### config.mk
export PLATFORM = sky130hd
export DESIGN_NAME = seven_segment_mux_serial_driver_core
export DESIGN_NICKNAME = d
export VERILOG_FILES = /design/src/rtl/core/ssm_pkg.sv /design/src/rtl/core/ssm_front.sv /design/src/rtl/core/ssm_fifo.sv /design/src/rtl/core/ssm_back.sv /design/src/rtl/core/seven_segment_mux_serial_driver_core.sv
export SDC_FILE = /design/constraint.sdc
export NUM_CORES = 1
export LEC_CHECK = 0
export BUFFER_PORTS_ARGS = -buffer_cell sky130_fd_sc_hd__clkbuf_2
export CAP_MARGIN = 5
export CORE_ASPECT_RATIO = 0.7
export CORE_MARGIN = 2
export CORE_UTILIZATION = 40
export CTS_CLUSTER_SIZE = 24
export DETAILED_ROUTE_END_ITERATION = 8
export GPL_TIMING_DRIVEN = 0
export MAX_ROUTING_LAYER = met4
export PLACE_DENSITY = 0.59
export SLEW_MARGIN = 20
export SYNTH_ARGS = -nofsm -noshare
export SYNTH_HDL_FRONTEND = slang
export SYNTH_SLANG_ARGS = --single-unit
export TNS_END_PERCENT = 5
### constraint.sdc
create_clock -name clk -period 3.4 [get_ports clk]
set_input_delay 0 -clock clk [delete_from_list [all_inputs] [get_ports clk]]
set_output_delay 0 -clock clk [all_outputs]
set_load 0.01 [all_outputs]
### src/rtl/core/ssm_pkg.sv
// shared types, constants and helper functions for the seven-segment serial driver
package ssm_pkg;

  localparam int NumDigits = 4;
  localparam int FrameBits = 16;
  localparam int CountW = $clog2(FrameBits);
  localparam int IndexW = $clog2(NumDigits);
  localparam int FifoDepth = 2;

  localparam logic [13:0] MaxShown = 14'd9999;
  localparam logic [7:0] PeriodReset = 8'd2;
  localparam logic [7:0] TickMax = 8'd255;

  localparam logic [13:0] Thousand = 14'd1000;
  localparam logic [13:0] Hundred = 14'd100;
  localparam logic [13:0] Ten = 14'd10;

  typedef enum logic {
    FUNC_TICK = 1'b0,
    FUNC_LOAD = 1'b1
  } func_t;

  typedef struct packed {
    logic [3:0]  digit;
    logic [13:0] rem;
  } split_t;

  // one refresh frame handed from the front part to the serialiser
  typedef struct packed {
    logic                 valid;
    logic [FrameBits-1:0] word;
  } frame_push_t;

  // segment patterns, bit 0 = segment a ... bit 6 = segment g
  function automatic logic [7:0] glyph(input logic [3:0] d);
    logic [7:0] g;
    unique case (d)
      4'd0:    g = 8'b0011_1111;
      4'd1:    g = 8'b0000_0110;
      4'd2:    g = 8'b0101_1011;
      4'd3:    g = 8'b0100_1111;
      4'd4:    g = 8'b0110_0110;
      4'd5:    g = 8'b0110_1101;
      4'd6:    g = 8'b0111_1101;
      4'd7:    g = 8'b0000_0111;
      4'd8:    g = 8'b0111_1111;
      4'd9:    g = 8'b0110_1111;
      default: g = 8'b0000_0000;
    endcase
    return g;
  endfunction

  // one decimal digit by parallel compare against the nine multiples of scale
  function automatic split_t digit_split(input logic [13:0] r, input logic [13:0] scale);
    split_t     res;
    logic [13:0] step;
    res.digit = 4'd0;
    res.rem = r;
    step = 14'd0;
    for (int k = 1; k <= 9; k++) begin
      step = step + scale;
      if (r >= step) begin
        res.digit = 4'(k);
        res.rem = r - step;
      end
    end
    return res;
  endfunction

endpackage

### src/rtl/core/ssm_front.sv
// front pipeline: value split into digits, display buffer, tick counting and frame build
module ssm_front (
  input  logic                       clk,
  input  logic                       rst,
  input  logic                       s_tvalid,
  output logic                       s_tready,
  input  logic [15:0]                s_tdata,
  input  logic                       s_tuser,
  input  logic                       cfg_wen,
  input  logic [7:0]                 cfg_wdata,
  input  logic                       fifo_full,
  output ssm_pkg::frame_push_t       push
);

  logic adv;

  // stage 1: saturated value
  logic        v1;
  logic        func1;
  logic [13:0] val1;
  // stage 2: thousands digit taken off
  logic        v2;
  logic        func2;
  logic [3:0]  dth2;
  logic [9:0]  rem2;
  // stage 3: hundreds digit taken off, commit happens here
  logic        v3;
  logic        func3;
  logic [3:0]  dth3;
  logic [3:0]  dhu3;
  logic [6:0]  rem3;

  logic [7:0]                    refresh_period;
  logic [7:0]                    segment_store [ssm_pkg::NumDigits];
  logic [ssm_pkg::IndexW-1:0]    digit_index;
  logic [7:0]                    ticks;

  ssm_pkg::split_t sp_th;
  ssm_pkg::split_t sp_hu;
  ssm_pkg::split_t sp_te;
  logic [7:0]      ticks_inc;
  logic            do_load;
  logic            do_tick;
  logic            emit;

  assign adv = !(v3 && (func3 == ssm_pkg::FUNC_TICK) && fifo_full);
  assign s_tready = adv;

  assign sp_th = ssm_pkg::digit_split(val1, ssm_pkg::Thousand);
  assign sp_hu = ssm_pkg::digit_split({4'd0, rem2}, ssm_pkg::Hundred);
  assign sp_te = ssm_pkg::digit_split({7'd0, rem3}, ssm_pkg::Ten);

  assign do_load = adv && v3 && (func3 == ssm_pkg::FUNC_LOAD);
  assign do_tick = adv && v3 && (func3 == ssm_pkg::FUNC_TICK);
  assign ticks_inc = (ticks == ssm_pkg::TickMax) ? ticks : ticks + 8'd1;
  assign emit = do_tick && (ticks_inc >= refresh_period);

  assign push.valid = emit;
  assign push.word = {~segment_store[digit_index], 8'd1 << digit_index};

  always_ff @(posedge clk) begin
    if (rst) begin
      v1 <= 1'b0;
      v2 <= 1'b0;
      v3 <= 1'b0;
    end else if (adv) begin
      v1 <= s_tvalid;
      v2 <= v1;
      v3 <= v2;
    end
  end

  always_ff @(posedge clk) begin
    if (adv) begin
      func1 <= s_tuser;
      val1 <= (s_tdata > 16'(ssm_pkg::MaxShown)) ? ssm_pkg::MaxShown : s_tdata[13:0];
      func2 <= func1;
      dth2 <= sp_th.digit;
      rem2 <= sp_th.rem[9:0];
      func3 <= func2;
      dth3 <= dth2;
      dhu3 <= sp_hu.digit;
      rem3 <= sp_hu.rem[6:0];
    end
  end

  always_ff @(posedge clk) begin
    if (rst) begin
      refresh_period <= ssm_pkg::PeriodReset;
    end else if (cfg_wen) begin
      refresh_period <= cfg_wdata;
    end
  end

  always_ff @(posedge clk) begin
    if (rst) begin
      for (int i = 0; i < ssm_pkg::NumDigits; i++) begin
        segment_store[i] <= 8'd0;
      end
    end else if (do_load) begin
      segment_store[0] <= ssm_pkg::glyph(dth3);
      segment_store[1] <= ssm_pkg::glyph(dhu3);
      segment_store[2] <= ssm_pkg::glyph(sp_te.digit);
      segment_store[3] <= ssm_pkg::glyph(sp_te.rem[3:0]);
    end
  end

  always_ff @(posedge clk) begin
    if (rst) begin
      digit_index <= '0;
      ticks <= 8'd0;
    end else if (emit) begin
      digit_index <= digit_index + 1'b1;
      ticks <= 8'd0;
    end else if (do_tick) begin
      ticks <= ticks_inc;
    end
  end

  a_emit_clears: assert property (@(posedge clk) disable iff (rst) emit |=> ticks == 8'd0)
    else $error("tick count not cleared after refresh");
  a_emit_steps: assert property (@(posedge clk) disable iff (rst)
    emit |=> digit_index == $past(digit_index) + 1'b1)
    else $error("digit index did not advance after refresh");
  a_load_lit: assert property (@(posedge clk) disable iff (rst)
    do_load |=> segment_store[0] != 8'd0 && segment_store[3] != 8'd0)
    else $error("load left a blank digit");

endmodule

### src/rtl/core/ssm_fifo.sv
// two-entry frame queue between the front pipeline and the serialiser
module ssm_fifo (
  input  logic                                clk,
  input  logic                                rst,
  input  ssm_pkg::frame_push_t                push,
  output logic                                full,
  input  logic                                pop,
  output logic                                empty,
  output logic [ssm_pkg::FrameBits-1:0]       head
);

  localparam int PtrW = $clog2(ssm_pkg::FifoDepth);

  logic [ssm_pkg::FrameBits-1:0] entries [ssm_pkg::FifoDepth];
  logic [PtrW-1:0]               wr_ptr;
  logic [PtrW-1:0]               rd_ptr;
  logic [PtrW:0]                 fill;

  assign full = (fill == (PtrW + 1)'(ssm_pkg::FifoDepth));
  assign empty = (fill == '0);
  assign head = entries[rd_ptr];

  always_ff @(posedge clk) begin
    if (push.valid) begin
      entries[wr_ptr] <= push.word;
    end
  end

  always_ff @(posedge clk) begin
    if (rst) begin
      wr_ptr <= '0;
      rd_ptr <= '0;
      fill <= '0;
    end else begin
      if (push.valid) begin
        wr_ptr <= wr_ptr + 1'b1;
      end
      if (pop) begin
        rd_ptr <= rd_ptr + 1'b1;
      end
      if (push.valid && !pop) begin
        fill <= fill + 1'b1;
      end else if (pop && !push.valid) begin
        fill <= fill - 1'b1;
      end
    end
  end

  a_no_overflow: assert property (@(posedge clk) disable iff (rst) push.valid |-> !full)
    else $error("frame pushed into full queue");
  a_no_underflow: assert property (@(posedge clk) disable iff (rst) pop |-> !empty)
    else $error("frame popped from empty queue");
  a_fill_bound: assert property (@(posedge clk) disable iff (rst)
    fill <= (PtrW + 1)'(ssm_pkg::FifoDepth))
    else $error("queue fill count out of range");

endmodule

### src/rtl/core/ssm_back.sv
// serialiser: shifts each 16-bit frame out msb first, one bit per item
module ssm_back (
  input  logic                           clk,
  input  logic                           rst,
  input  logic                           fifo_empty,
  input  logic [ssm_pkg::FrameBits-1:0]  fifo_head,
  output logic                           fifo_pop,
  output logic                           m_tvalid,
  input  logic                           m_tready,
  output logic [7:0]                     m_tdata,
  output logic                           m_tlast
);

  logic                           busy;
  logic [ssm_pkg::FrameBits-1:0]  shreg;
  logic [ssm_pkg::CountW-1:0]     bit_cnt;
  logic                           last_bit;
  logic                           take;

  assign last_bit = (bit_cnt == ssm_pkg::CountW'(ssm_pkg::FrameBits - 1));
  assign take = m_tvalid && m_tready;
  assign fifo_pop = !fifo_empty && (!busy || (take && last_bit));

  assign m_tvalid = busy;
  assign m_tlast = last_bit;
  assign m_tdata = {7'd0, shreg[ssm_pkg::FrameBits-1]};

  always_ff @(posedge clk) begin
    if (rst) begin
      busy <= 1'b0;
      bit_cnt <= '0;
    end else if (fifo_pop) begin
      busy <= 1'b1;
      bit_cnt <= '0;
    end else if (take) begin
      if (last_bit) begin
        busy <= 1'b0;
      end
      bit_cnt <= bit_cnt + 1'b1;
    end
  end

  always_ff @(posedge clk) begin
    if (fifo_pop) begin
      shreg <= fifo_head;
    end else if (take) begin
      shreg <= {shreg[ssm_pkg::FrameBits-2:0], 1'b0};
    end
  end

endmodule

### src/rtl/core/seven_segment_mux_serial_driver_core.sv
// top level of the multiplexed seven-segment serial driver
// Items are taken one per clock through a three-stage front pipeline. The
// first stage saturates a load value at 9999, the second takes off the
// thousands digit, and the third takes off the hundreds, tens and units and
// updates the four-digit display buffer. A tick item is counted in the last
// stage and, once refresh_period ticks have passed, the frame (inverted segment
// byte of the current digit, then the one-hot digit select byte) is queued in a
// two-frame queue. The serialiser sends each frame as 16 output items, one per
// cycle while m_tready is high, msb first, with tlast marking the sixteenth bit
// as the latch strobe. A refreshing tick thus costs a whole frame on the
// one-bit serial port; ticks and loads that do not refresh pass at one per
// cycle, and input only stalls while a tick sits in the last stage and the
// frame queue is full. The display buffer and counters are cleared by rst.
module seven_segment_mux_serial_driver_core (
  input  logic        clk,
  input  logic        rst,
  input  logic        s_tvalid,
  output logic        s_tready,
  input  logic [15:0] s_tdata,   // [15:0] value
  input  logic        s_tuser,   // [0] func: 0 tick, 1 load
  input  logic        cfg_wen,
  input  logic [7:0]  cfg_wdata, // refresh_period
  output logic        m_tvalid,
  input  logic        m_tready,
  output logic [7:0]  m_tdata,   // [0] serial_bit, [7:1] zero
  output logic        m_tlast
);

  ssm_pkg::frame_push_t              push;
  logic                              fifo_full;
  logic                              fifo_empty;
  logic                              fifo_pop;
  logic [ssm_pkg::FrameBits-1:0]     fifo_head;

  ssm_front u_front (
    .clk       (clk),
    .rst       (rst),
    .s_tvalid  (s_tvalid),
    .s_tready  (s_tready),
    .s_tdata   (s_tdata),
    .s_tuser   (s_tuser),
    .cfg_wen   (cfg_wen),
    .cfg_wdata (cfg_wdata),
    .fifo_full (fifo_full),
    .push      (push)
  );

  ssm_fifo u_fifo (
    .clk   (clk),
    .rst   (rst),
    .push  (push),
    .full  (fifo_full),
    .pop   (fifo_pop),
    .empty (fifo_empty),
    .head  (fifo_head)
  );

  ssm_back u_back (
    .clk        (clk),
    .rst        (rst),
    .fifo_empty (fifo_empty),
    .fifo_head  (fifo_head),
    .fifo_pop   (fifo_pop),
    .m_tvalid   (m_tvalid),
    .m_tready   (m_tready),
    .m_tdata    (m_tdata),
    .m_tlast    (m_tlast)
  );

endmodule
==> results of run 1 <==
power by group through the flow:
stage                     registers (mW)  logic, mW  clock network, mW
after floorplan                     2.49       1.89                  0
after global placement              2.53       2.41                  0
after detailed placement            2.53       2.43                  0
after CTS                           2.50       2.48               1.91
after global routing                2.51       2.92               1.99
final                               2.48       2.57               1.86
registers in the layout, indices dropped and copies added (netlist names), 2 cells and up, named ones only:
| register | count |
|---|---|
| u_front.dhu3 | 4 |
| u_front.dth2 | 4 |
| u_front.rem3 | 7 |
| u_fifo.fill | 2 |
| u_fifo.entries | 22 |
| u_front.digit_index | 2 |
| u_front.ticks | 8 |
| u_front.refresh_period | 8 |
| u_front.dth3 | 4 |
| u_front.rem2 | 10 |
| u_back.bit_cnt | 4 |
| u_back.shreg | 16 |
| u_front.segment_store | 28 |
| u_front.val1 | 14 |
layer usage:
| layer | global-route usage | up-vias | share of wire |
|---|---|---|---|
| li1 | - | 3804 | - |
| met1 | 0.2923 | 3673 | 0.53 |
| met2 | 0.2578 | 251 | 0.41 |
| met3 | 0.03506 | 23 | 0.056 |
| met4 | 0.05082 | 0 | 0.010 |
| met5 | - | - | 0 |
placed cells by master, fill, tap and decap left out, types with 9 or more instances in the layout:
cell type and count:
clkbuf_2 39, a31oi_1 18, edfxtp_1 112, a21oi_1 78
dlygate4sd3_1 29, inv_1 51, nand2b_1 14, buf_4 24
and2_1 18, dfxtp_1 37, a21oi_2 9, clkbuf_1 21
clkbuf_16 17, nor3_1 13, mux2i_1 31, o21ai_0 43
xnor2_1 18, ha_1 74, nor2b_1 18, nand2_1 77
a21o_1 11, nor2_1 90, nand3_1 27
layout make-up:
class	instances	area, um^2
plain buffers	53	286.5
repair inverters	2	12.51
repair buffers	75	561.8
well taps	318	397.9
flip-flops and latches	152	4170
fillers	2201	12320
clock inverters	15	151.4
multi-input cells	734	5215
clock buffers	17	425.4
inverters	56	217.7
repair_timing:
action                                  in CTS  in global routing
cloned                                       2                  0
buffers inserted                             1                 12
endpoints found under the setup margin      41                 48
hold buffers                                29                  0
hold endpoints to repair                    26                  0
pin swaps                                    2                  8
resized for setup                            8                 38
path summary, 6_finish.rpt:
| kind | to | slack, ns | cells past startpoint | start |
|---|---|---|---|---|
| max reg2reg | u_front.rem3[5] | 0.07 | 11 | u_front.rem2[4] |
| max | u_front.rem3[5] | 0.07 | 11 | u_front.rem2[4] |
| min | u_front.digit_index[0] | 0.07 | 3 | rst |
| min reg2reg | u_front.func3 | 0.42 | 0 | u_front.func2 |
kinds of logic after synthesis:
logic type | after synthesis
AOI/OAI and AO/OA | 265
xor gates and xnor gates | 27
adders and majority gates | 79
buffers and inverters | 109
DFF | 152
muxes | 42
other | 1
and+or+nand+nor | 314
metrics by stage:
| stage | setup WS (ns) | utilization | TNS (ns) |
|---|---|---|---|
| after floorplan | 0.09448 | - | 0 |
| after global placement | -0.6586 | 0.4335 | -14.24 |
| after detailed placement | -0.5169 | 0.4346 | -12.86 |
| after CTS | -0.07245 | 0.4725 | -0.08367 |
| after global routing | -0.08949 | 0.4815 | -0.1172 |
| final | 0.06634 | 0.4815 | 0 |
worst min-delay path: stages:
cell,delay [ns]
clkbuf_1,0.16
nor2_1,0.15
mux2_2,0.15
==> reports/summary.log, run 1 <==
qor: logic_synthesis.synth_edf_count 112
qor: logic_synthesis.synth_seq_area_share 0.4284
qor: logic_synthesis.synthXorXnorAreaFrac 0.02433
qor: timing.slew_headroom 0.4186
qor: logic_synthesis.synth-async-reset-ratio 0
qor: clock_tree.cts-buffers-inserted 17
qor: floorplanning.design.die.area 25580 um^2
qor: routing.via_count 7751
qor: clock_tree.clock_insertion_delay_worst_skew 0.42 ns
qor: setup_path.crit_path_top_delay_cell edfxtp_1
qor: floorplanning.die_height 134.4 um
qor: timing.timing.final.max_slew_violations 0
qor: setup_path.worstPathCellList clkinvlp_4, ha_2, and2_1, a311oi_1, o21a_1, buf_2, mux2i_1, xnor2_1, a221o_1, o221ai_2, a221o_1
qor: global_routing.global_route_wire_length_before_repair 37.79 mm
qor: logic_synthesis.synthDominantCellAreaShare 0.3460
qor: logic_synthesis.synth.area.top_cells edfxtp_1, ha_1, dfxtp_1
qor: placed_design.post_dp_cell_area 10330 um^2
qor: timing.rsz0062_at_grt true
qor: timing.worst-slew-pin-transition 0.8720 ns
qor: logic_synthesis.synth-compound-area-share 0.1833
qor: floorplanning.ios 41
qor: global_routing.global_route.usage.total 0.1922
qor: timing.timing.clock.skew 0.008708 ns
qor: global_routing.via_count_of_the_first_global_routing_pass 7185
qor: timing.period_share 0.9805
qor: routing.detailed_route_iter0_violations 680
qor: logic_synthesis.syn-cell-area 9719 um^2
qor: run_status.outcome complete, no violations
qor: power_and_ir_drop.netSwitchingPower 2.493 mW
qor: setup_path.setup.worst_path.end_class register
qor: routing.drt_pass1_iterations 5
qor: logic_synthesis.ys_warn_count 0
qor: timing.finalSetupViolCount 0
qor: floorplanning.initial_core_util 0.4091
qor: floorplanning.core-area 23760 um^2
qor: power_and_ir_drop.switching_fraction 0.3605
qor: setup_path.crit_type register to register
qor: power_and_ir_drop.share_clk_of_total_power 0.269
qor: power_and_ir_drop.pwr-share-seq 0.359
qor: clock_tree.cts_tree done
qor: timing.achievable-frequency 0.3000 GHz
qor: logic_synthesis.synth_ff_type edfxtp_1
qor: setup_path.crit_buf_inv 2
qor: global_routing.grt.overflow.total 0
qor: clock_tree.clock_sink_count 152
qor: logic_synthesis.synthSimpleGateAreaFrac 0.1590
qor: power_and_ir_drop.p_per_area 604.5 nW/um^2
qor: setup_path.timing.critical_path.max_delay_family compound AO/OA/AOI/OAI gates
qor: placed_design.io_buffers 31
qor: logic_synthesis.leading_cell_type_by_number_of_instances_after_synthesis edfxtp_1
qor: final_layout.antenna_cells 0
qor: setup_path.critical_path_required 3.57 ns
qor: routing.ant_nets 0
qor: final_layout.layout-drive-gt1-share 0.1603
qor: floorplanning.chipWidth 190.3 um
qor: power_and_ir_drop.vdd_drop_max 0.0003605 V
qor: timing.hold-worst-slack 0.06895 ns
qor: power_and_ir_drop.combinationalPowerShare 0.372
qor: clock_tree.clock_tree.root_cell clkbuf_16
qor: floorplanning.row_count 47
qor: setup_path.critPathLaunchType register
qor: timing.period_minus_slack 3.334 ns
qor: final_layout.final_net_count 1200
qor: routing.post_drt_wl_per_cell 16.04 um
qor: logic_synthesis.syn-mean-instance-area 9.827 um^2
qor: logic_synthesis.ys_seq_elements 152
qor: placed_design.instance_count_after_placement_with_tap_cells_included 1346
qor: clock_tree.cts.reportedPaths.clkPinSlew 0.06 ns
qor: global_routing.grt_start_max_net_pins 29
qor: logic_synthesis.synth_largest_area_cell edfxtp_1
qor: power_and_ir_drop.finalPower 6.914 mW
qor: routing.routed_wirelength 22.81 mm
qor: setup_path.cp_slowest_stage_delay 0.56 ns
qor: timing.finalHoldViolCount 0
qor: setup_path.critPathArrivalTime 3.50 ns
qor: job.max-cap-violations 0
qor: clock_tree.h_tree_depth 4
qor: logic_synthesis.synth_fa_ha_area_frac 0.1017
qor: final_layout.layout.cells.non_filler 1422
qor: power_and_ir_drop.leakagePower 4.418 nW
qor: power_and_ir_drop.p_int 4.421 mW
qor: routing.post_drt_via_cell_ratio 5.451
qor: hold_path.worstHoldPathType input pin to register
qor: logic_synthesis.combinational_family_with_the_most_area_after_synthesis compound AO/OA/AOI/OAI gates
qor: logic_synthesis.netlist_instances 989
qor: logic_synthesis.yosysUniqueCellTypes 83
qor: logic_synthesis.synth_top_cells_by_count edfxtp_1, nor2_1, a21oi_1
qor: placed_design.detailed_place_hpwl 16.05 mm
qor: setup_path.crit_fanout 10
qor: logic_synthesis.mux_share_of_post_synthesis_cell_area 0.05278
qor: setup_path.worst_path_most_repeated_cell a221o_1
qor: routing.drc 0
qor: placed_design.gp_weighted_congestion 0.9513
qor: clock_tree.cts_buffer_depth 2
qor: global_routing.grt_antenna_before_repair 0
qor: final_layout.area_growth_syn_to_layout 17.69%
qor: final_layout.final_design_area_no_fill 11440 um^2
(Power assumes the default switching activity.)
==> run 2, diff against run 1 <==
Settings changed: PLACE_DENSITY 0.59 to 0.57.
Clock period 3.4 ns to 3.3 ns, I/O delays scaled along.
==> reports/summary.log, run 2 (synthesis gave the netlist of run 1 again) <==
qor: run_status.outcome complete, no violations
qor: global_routing.grt.overflow.total 0 [unchanged]
qor: floorplanning.initial_core_util 0.4091 [unchanged]
qor: power_and_ir_drop.p_int 4.442 mW [+0.46%]
qor: power_and_ir_drop.netSwitchingPower 2.645 mW [+6.1%]
qor: final_layout.final_net_count 1194 [-0.50%]
qor: final_layout.regArea 4169 um^2 [about the same]
qor: setup_path.critPathArrivalTime 3.43 ns [-0.07 ns]
qor: clock_tree.cts-buffers-inserted 17 [unchanged]
qor: clock_tree.clock_sink_count 152 [unchanged]
qor: placed_design.gp_weighted_congestion 0.9181 [-3.5%]
qor: power_and_ir_drop.leakagePower 4.367 nW [-1.2%]
qor: routing.drc 0 [unchanged]
qor: floorplanning.die_height 134.4 um [unchanged]
qor: setup_path.critical_path_required 3.48 ns [-0.09 ns]
qor: power_and_ir_drop.vdd_drop_max 0.0004110 V [+14%]
qor: routing.post_drt_wl_per_cell 16.06 um [+0.13%]
qor: timing.period_minus_slack 3.254 ns [-0.07949 ns]
qor: power_and_ir_drop.p_per_area 623.1 nW/um^2 [+3.1%]
qor: timing.slew_headroom 0.3157 [-0.1030]
qor: global_routing.grt_start_max_net_pins 29 [unchanged]
qor: final_layout.top_register u_front.segment_store
qor: timing.finalHoldViolCount 0 [unchanged]
qor: placed_design.post_dp_cell_area 10330 um^2 [about the same]
qor: clock_tree.cts_buffer_depth 2 [unchanged]
qor: setup_path.crit_fanout 10 [unchanged]
qor: power_and_ir_drop.finalPower 7.087 mW [+2.5%]
qor: clock_tree.clock_tree.root_cell clkbuf_16
qor: routing.post_drt_via_cell_ratio 5.412 [-0.72%]
qor: setup_path.critPathLaunchType register
qor: final_layout.layout.core_utilization 0.4787 [-0.002739]
qor: timing.timing.final.max_slew_violations 0 [unchanged]
qor: power_and_ir_drop.pwr-share-seq 0.364 [+0.005]
qor: final_layout.final.fill_count 2242 [+1.9%]
qor: floorplanning.chipWidth 190.3 um [unchanged]
qor: floorplanning.core-area 23760 um^2 [unchanged]
qor: timing.achievable-frequency 0.3073 GHz [+2.4%]
qor: setup_path.setup.worst_path.end_class register
qor: final_layout.multi_input_comb_area 5202 um^2 [-0.24%]
qor: final_layout.final_design_area_no_fill 11370 um^2 [-0.57%]
qor: placed_design.detailed_place_hpwl 16.04 mm [about the same]
qor: final_layout.area_growth_syn_to_layout 17.02%
qor: routing.routed_wirelength 22.74 mm [-0.29%]
qor: power_and_ir_drop.combinationalPowerShare 0.370 [-0.002]
qor: power_and_ir_drop.share_clk_of_total_power 0.266 [-0.003]
qor: timing.worst-slew-pin-transition 1.024 ns [+0.1523 ns]
qor: timing.rsz0062_at_grt true
qor: clock_tree.cts_tree done
qor: final_layout.mostFrequentLayoutCell edfxtp_1
qor: job.max-cap-violations 0 [unchanged]
qor: routing.via_count 7663 [-1.1%]
qor: final_layout.largestRegisters u_front.segment_store: 28 flops, u_fifo.entries: 22 flops, u_back.shreg: 16 flops
qor: setup_path.crit_type register to register
qor: routing.ant_nets 0 [unchanged]
qor: floorplanning.design.die.area 25580 um^2 [unchanged]
qor: global_routing.global_route_wire_length_before_repair 36.41 mm [-3.7%]
qor: global_routing.grt_antenna_before_repair 0 [unchanged]
qor: timing.finalSetupViolCount 0 [unchanged]
qor: floorplanning.row_count 47 [unchanged]
qor: final_layout.antenna_cells 0 [unchanged]
qor: placed_design.io_buffers 31 [unchanged]
qor: final_layout.largest_register_ffs 28 [unchanged]
qor: timing.period_share 0.9861 [+0.005624]
qor: final_layout.layout-drive-gt1-share 0.1585 [-0.001856]
qor: clock_tree.clock_insertion_delay_worst_skew 0.44 ns [+0.02 ns]
qor: clock_tree.cts.reportedPaths.clkPinSlew 0.07 ns [about the same]
qor: power_and_ir_drop.switching_fraction 0.3732 [+0.01269]
qor: timing.timing.clock.skew 0.01165 ns [+0.002943 ns]
qor: floorplanning.ios 41 [unchanged]
qor: routing.drt_pass1_iterations 5 [unchanged]
qor: global_routing.via_count_of_the_first_global_routing_pass 6987 [-2.8%]
qor: clock_tree.h_tree_depth 4 [unchanged]
qor: routing.detailed_route_iter0_violations 587 [-14%]
qor: hold_path.worstHoldPathType input pin to register
qor: final_layout.final_cell_mix edfxtp_1, nor2_1, nand2_1
qor: global_routing.global_route.usage.total 0.1856 [-0.006638]
==> run 2: stage by stage <==
stage	instances	hold WS, ns	setup slack [ns]	TNS [ns]
2_1_floorplan	995	0.09887	-0.005517	-0.005517
3_3_place_gp	1344	0.2025	-0.8075	-19.07
3_5_place_dp	1346	0.2011	-0.6748	-18.19
4_1_cts	1412	0.03723	-0.07750	-0.07750
5_1_grt	1416	0.08503	-0.09845	-0.1895
6_report	1416	0.06167	0.04583	0
==> run 2: layout make-up <==
type | instances | share of cell area
Timing Repair inverter | 2 | 0.001100
Clock inverter | 14 | 0.01199
Tap cell | 318 | 0.03498
Multi-Input combinational cell | 734 | 0.4574
Sequential cell | 152 | 0.3666
Clock buffer | 18 | 0.03861
Timing Repair Buffer | 69 | 0.04521
Buffer | 53 | 0.02486
Inverter | 56 | 0.01925
==> run 2: critical path, cell delays in order, from the launching register on <==
cell	delay, ns
edfxtp_1	0.67
inv_4	0.13
ha_1	0.25
and2_1	0.17
a311oi_1	0.32
o21a_1	0.15
buf_2	0.20
mux2i_1	0.25
xnor2_1	0.15
a221o_1	0.23
o221ai_2	0.11
a221o_1	0.38
==> run 2: worst paths after layout <==
kind                                       from                     end  slack (ns)  depth (start not counted)
worst max-delay path            u_front.rem2[5]         u_front.rem3[5]        0.05                         11
worst min-delay path                        rst  u_front.digit_index[0]        0.06                          3
worst max register to register  u_front.rem2[5]         u_front.rem3[5]        0.05                         11
worst min register to register    u_front.func1           u_front.func2        0.42                          0
==> run 2: layer usage <==
| metal | routed length, um | global-route usage | up-vias | part of all wire |
|---|---|---|---|---|
| met3 | 1458 | 0.04788 | 19 | 0.064 |
| met5 | 0 | - | - | 0 |
| li1 | - | - | 3802 | - |
| met4 | 203 | 0.04608 | 0 | 0.0089 |
| met1 | 11620 | 0.2711 | 3613 | 0.51 |
| met2 | 9460 | 0.2531 | 229 | 0.42 |
==> run 2: what timing repair did <==
action	4_1_cts	5_1_grt
setup endpoints to repair	47	21
pin swaps	3	3
gates cloned	2	0
resized for setup	19	27
endpoints found under the hold margin	29	0
setup buffers	4	4
hold buffers	28	0
==> run 2: power by group through the flow <==
stage	Sequential, mW	Clock [mW]	Combinational (mW)
floorplan	2.57	0	1.95
global placement	2.61	0	2.48
detailed placement	2.61	0	2.50
CTS	2.57	1.94	2.57
global route	2.61	2.02	2.95
finish	2.58	1.89	2.62
==> run 3, diff against run 2 <==
Settings changed: MAX_ROUTING_LAYER met4 to not set.
==> reports/summary.log, run 3 (synthesis gave the netlist of run 1 again) <==
qor: clock_tree.h_tree_depth 4 [unchanged]
qor: final_layout.mostFrequentLayoutCell edfxtp_1
qor: global_routing.global_route_wire_length_before_repair 36.83 mm [+1.1%]
qor: clock_tree.cts_buffer_depth 2 [unchanged]
qor: placed_design.gp_weighted_congestion 0.8917 [-2.9%]
qor: timing.final.setup.tns 0 ns [unchanged]
qor: final_layout.final.fill_count 2262 [+0.89%]
qor: setup_path.cp_slowest_stage_delay 0.50 ns [-0.17 ns]
qor: setup_path.critPathLaunchType register
qor: final_layout.largestRegisters u_front.segment_store: 28 flops, u_fifo.entries: 22 flops, u_back.shreg: 16 flops
qor: floorplanning.design.die.area 25580 um^2 [unchanged]
qor: final_layout.multi_input_comb_area 5223 um^2 [+0.38%]
qor: global_routing.grt.busiest_layer met1
qor: final_layout.final_net_count 1203 [+0.75%]
qor: global_routing.global_route.usage.total 0.1811 [-0.004424]
qor: floorplanning.initial_core_util 0.4091 [unchanged]
qor: run_status.outcome complete, no violations
qor: clock_tree.clock_tree.root_cell clkbuf_16
qor: timing.achievable-frequency 0.3130 GHz [+1.9%]
qor: final_layout.antenna_cells 0 [unchanged]
qor: routing.ant_nets 0 [unchanged]
qor: floorplanning.ios 41 [unchanged]
qor: setup_path.crit_path_top_delay_cell or3b_2
qor: global_routing.via_count_of_the_first_global_routing_pass 7029 [+0.60%]
qor: floorplanning.chipWidth 190.3 um [unchanged]
qor: setup_path.setup.worst_path.end_class register
qor: global_routing.met2_capacity_usage_during_global_routing 0.2513 [-0.001818]
qor: placed_design.instance_count_after_placement_with_tap_cells_included 1346 [unchanged]
qor: global_routing.groute.layer.met1.usage 0.2814 [+0.01031]
qor: routing.drc 0 [unchanged]
qor: final_layout.area_growth_syn_to_layout 17.65%
qor: setup_path.critical_path_required 3.47 ns [about the same]
qor: power_and_ir_drop.p_per_area 618.5 nW/um^2 [-0.73%]
qor: power_and_ir_drop.vdd_drop_max 0.0003672 V [-11%]
qor: global_routing.grt_start_max_net_pins 29 [unchanged]
qor: routing.post_drt_wl_per_cell 15.89 um [-1.1%]
qor: routing.drt_pass1_iterations 5 [unchanged]
qor: clock_tree.clock_insertion_delay_worst_skew 0.43 ns [about the same]
qor: timing.worst-slew-pin-transition 0.9811 ns [-0.04318 ns]
qor: power_and_ir_drop.leakagePower 4.424 nW [+1.3%]
qor: final_layout.largest_register_ffs 28 [unchanged]
qor: clock_tree.cts_tree done
qor: final_layout.regArea 4172 um^2 [about the same]
qor: routing.via_count 7698 [+0.46%]
qor: routing.routed_wirelength 22.64 mm [-0.43%]
qor: job.max-cap-violations 0 [unchanged]
qor: timing.finalHoldViolCount 0 [unchanged]
qor: timing.hold-worst-slack 0.08166 ns [+0.01999 ns]
qor: clock_tree.cts-buffers-inserted 17 [unchanged]
qor: setup_path.worstPathCellList buf_2, inv_2, ha_2, or3b_2, o41ai_2, a21oi_2, clkbuf_2, a221oi_1, o211ai_1, xnor2_1
qor: final_layout.layout.cells.non_filler 1425 [+0.64%]
qor: floorplanning.die_height 134.4 um [unchanged]
qor: global_routing.grt_antenna_before_repair 0 [unchanged]
qor: final_layout.top_register u_front.segment_store
qor: timing.finalSetupViolCount 0 [unchanged]
qor: timing.timing.clock.skew 0.009251 ns [-0.002399 ns]
qor: routing.detailed_route_iter0_violations 606 [+3.2%]
qor: global_routing.global_route.usage.met3 0.04160 [-0.006279]
qor: setup_path.crit_fanout 10 [unchanged]
qor: floorplanning.core-area 23760 um^2 [unchanged]
qor: placed_design.post_dp_cell_area 10330 um^2 [unchanged]
qor: final_layout.final_cell_mix edfxtp_1, nor2_1, nand2_1, a21oi_1, ha_1
qor: setup_path.crit_type register to register
qor: timing.period_minus_slack 3.194 ns [-0.05977 ns]
qor: floorplanning.row_count 47 [unchanged]
qor: clock_tree.clock_sink_count 152 [unchanged]
qor: placed_design.io_buffers 31 [unchanged]
qor: final_layout.final_design_area_no_fill 11430 um^2 [+0.54%]
qor: clock_tree.cts.reportedPaths.clkPinSlew 0.06 ns [about the same]
qor: timing.slew_headroom 0.3445 [+0.02885]
qor: hold_path.worstHoldPathType input pin to register
qor: setup_path.critPathArrivalTime 3.37 ns [-0.06 ns]
qor: timing.timing.final.max_slew_violations 0 [unchanged]
qor: placed_design.detailed_place_hpwl 16.10 mm [+0.34%]
qor: timing.rsz0062_at_grt true
qor: global_routing.grt.overflow.total 0 [unchanged]
qor: final_layout.layout-drive-gt1-share 0.1626 [+0.004132]
qor: timing.period_share 0.9680 [-0.01811]
qor: routing.post_drt_via_cell_ratio 5.402 [-0.18%]
run 3: path summary, 6_finish.rpt:
path / startpoint / to / slack [ns] / cells past startpoint
setup reg to reg: u_front.val1[5] / u_front.rem2[9] / 0.11 / 10
hold reg to reg: u_front.func1 / u_front.func2 / 0.42 / 0
hold / removal: cfg_wen / u_front.refresh_period[1] / 0.08 / 3
setup / recovery: u_front.val1[5] / u_front.rem2[9] / 0.11 / 10
run 3: area by class of cell:
cell class | instances | area share
plain buffers | 52 | 0.02440
inverters | 56 | 0.01871
flip-flops and latches | 152 | 0.3648
clock buffers | 21 | 0.03939
repair inverters | 2 | 0.001094
clock inverters | 11 | 0.008535
repair buffers | 79 | 0.05154
multi-input cells | 734 | 0.4567
well taps | 318 | 0.03480
run 3: timing repair:
item                       in CTS  in global routing
hold endpoints to repair       26                  0
setup endpoints to repair      46                 52
hold buffers                   28                  0
gates cloned                    2                  0
buffers inserted                1                 17
pin swaps                       2                  4
resized for setup              18                 29
run 3: per-layer routing:
metal,vias up,share of wire
met2,201,0.41
li1,3813,-
met5,-,0
met1,3662,0.53
met4,0,0.010
met3,22,0.054
run 3: power by group:
group | switching [mW] | internal (mW)
Combinational | 1.64 | 1.04
Clock | 0.774 | 1.06
Sequential | 0.151 | 2.41
Total | 2.56 | 4.51
run 3: critical path: cells and delay by family, from the launching register on:
kind | cells | cell delay, ns
and+or+nand+nor | 1 | 0.50
buffers and inverters | 3 | 0.60
adders and majority gates | 1 | 0.26
DFF | 1 | 0.45
xor gates and xnor gates | 1 | 0.16
AOI/OAI and AO/OA | 4 | 0.96
run 3: per-stage QoR:
step	util	total power, mW	setup WS (ns)
floorplan	-	4.514	-0.005517
global placement	0.4335	5.100	-0.8182
detailed placement	0.4347	5.134	-0.6651
CTS	0.4719	7.022	-0.06221
global route	0.4813	7.545	-0.05359
finish	0.4813	7.073	0.1056
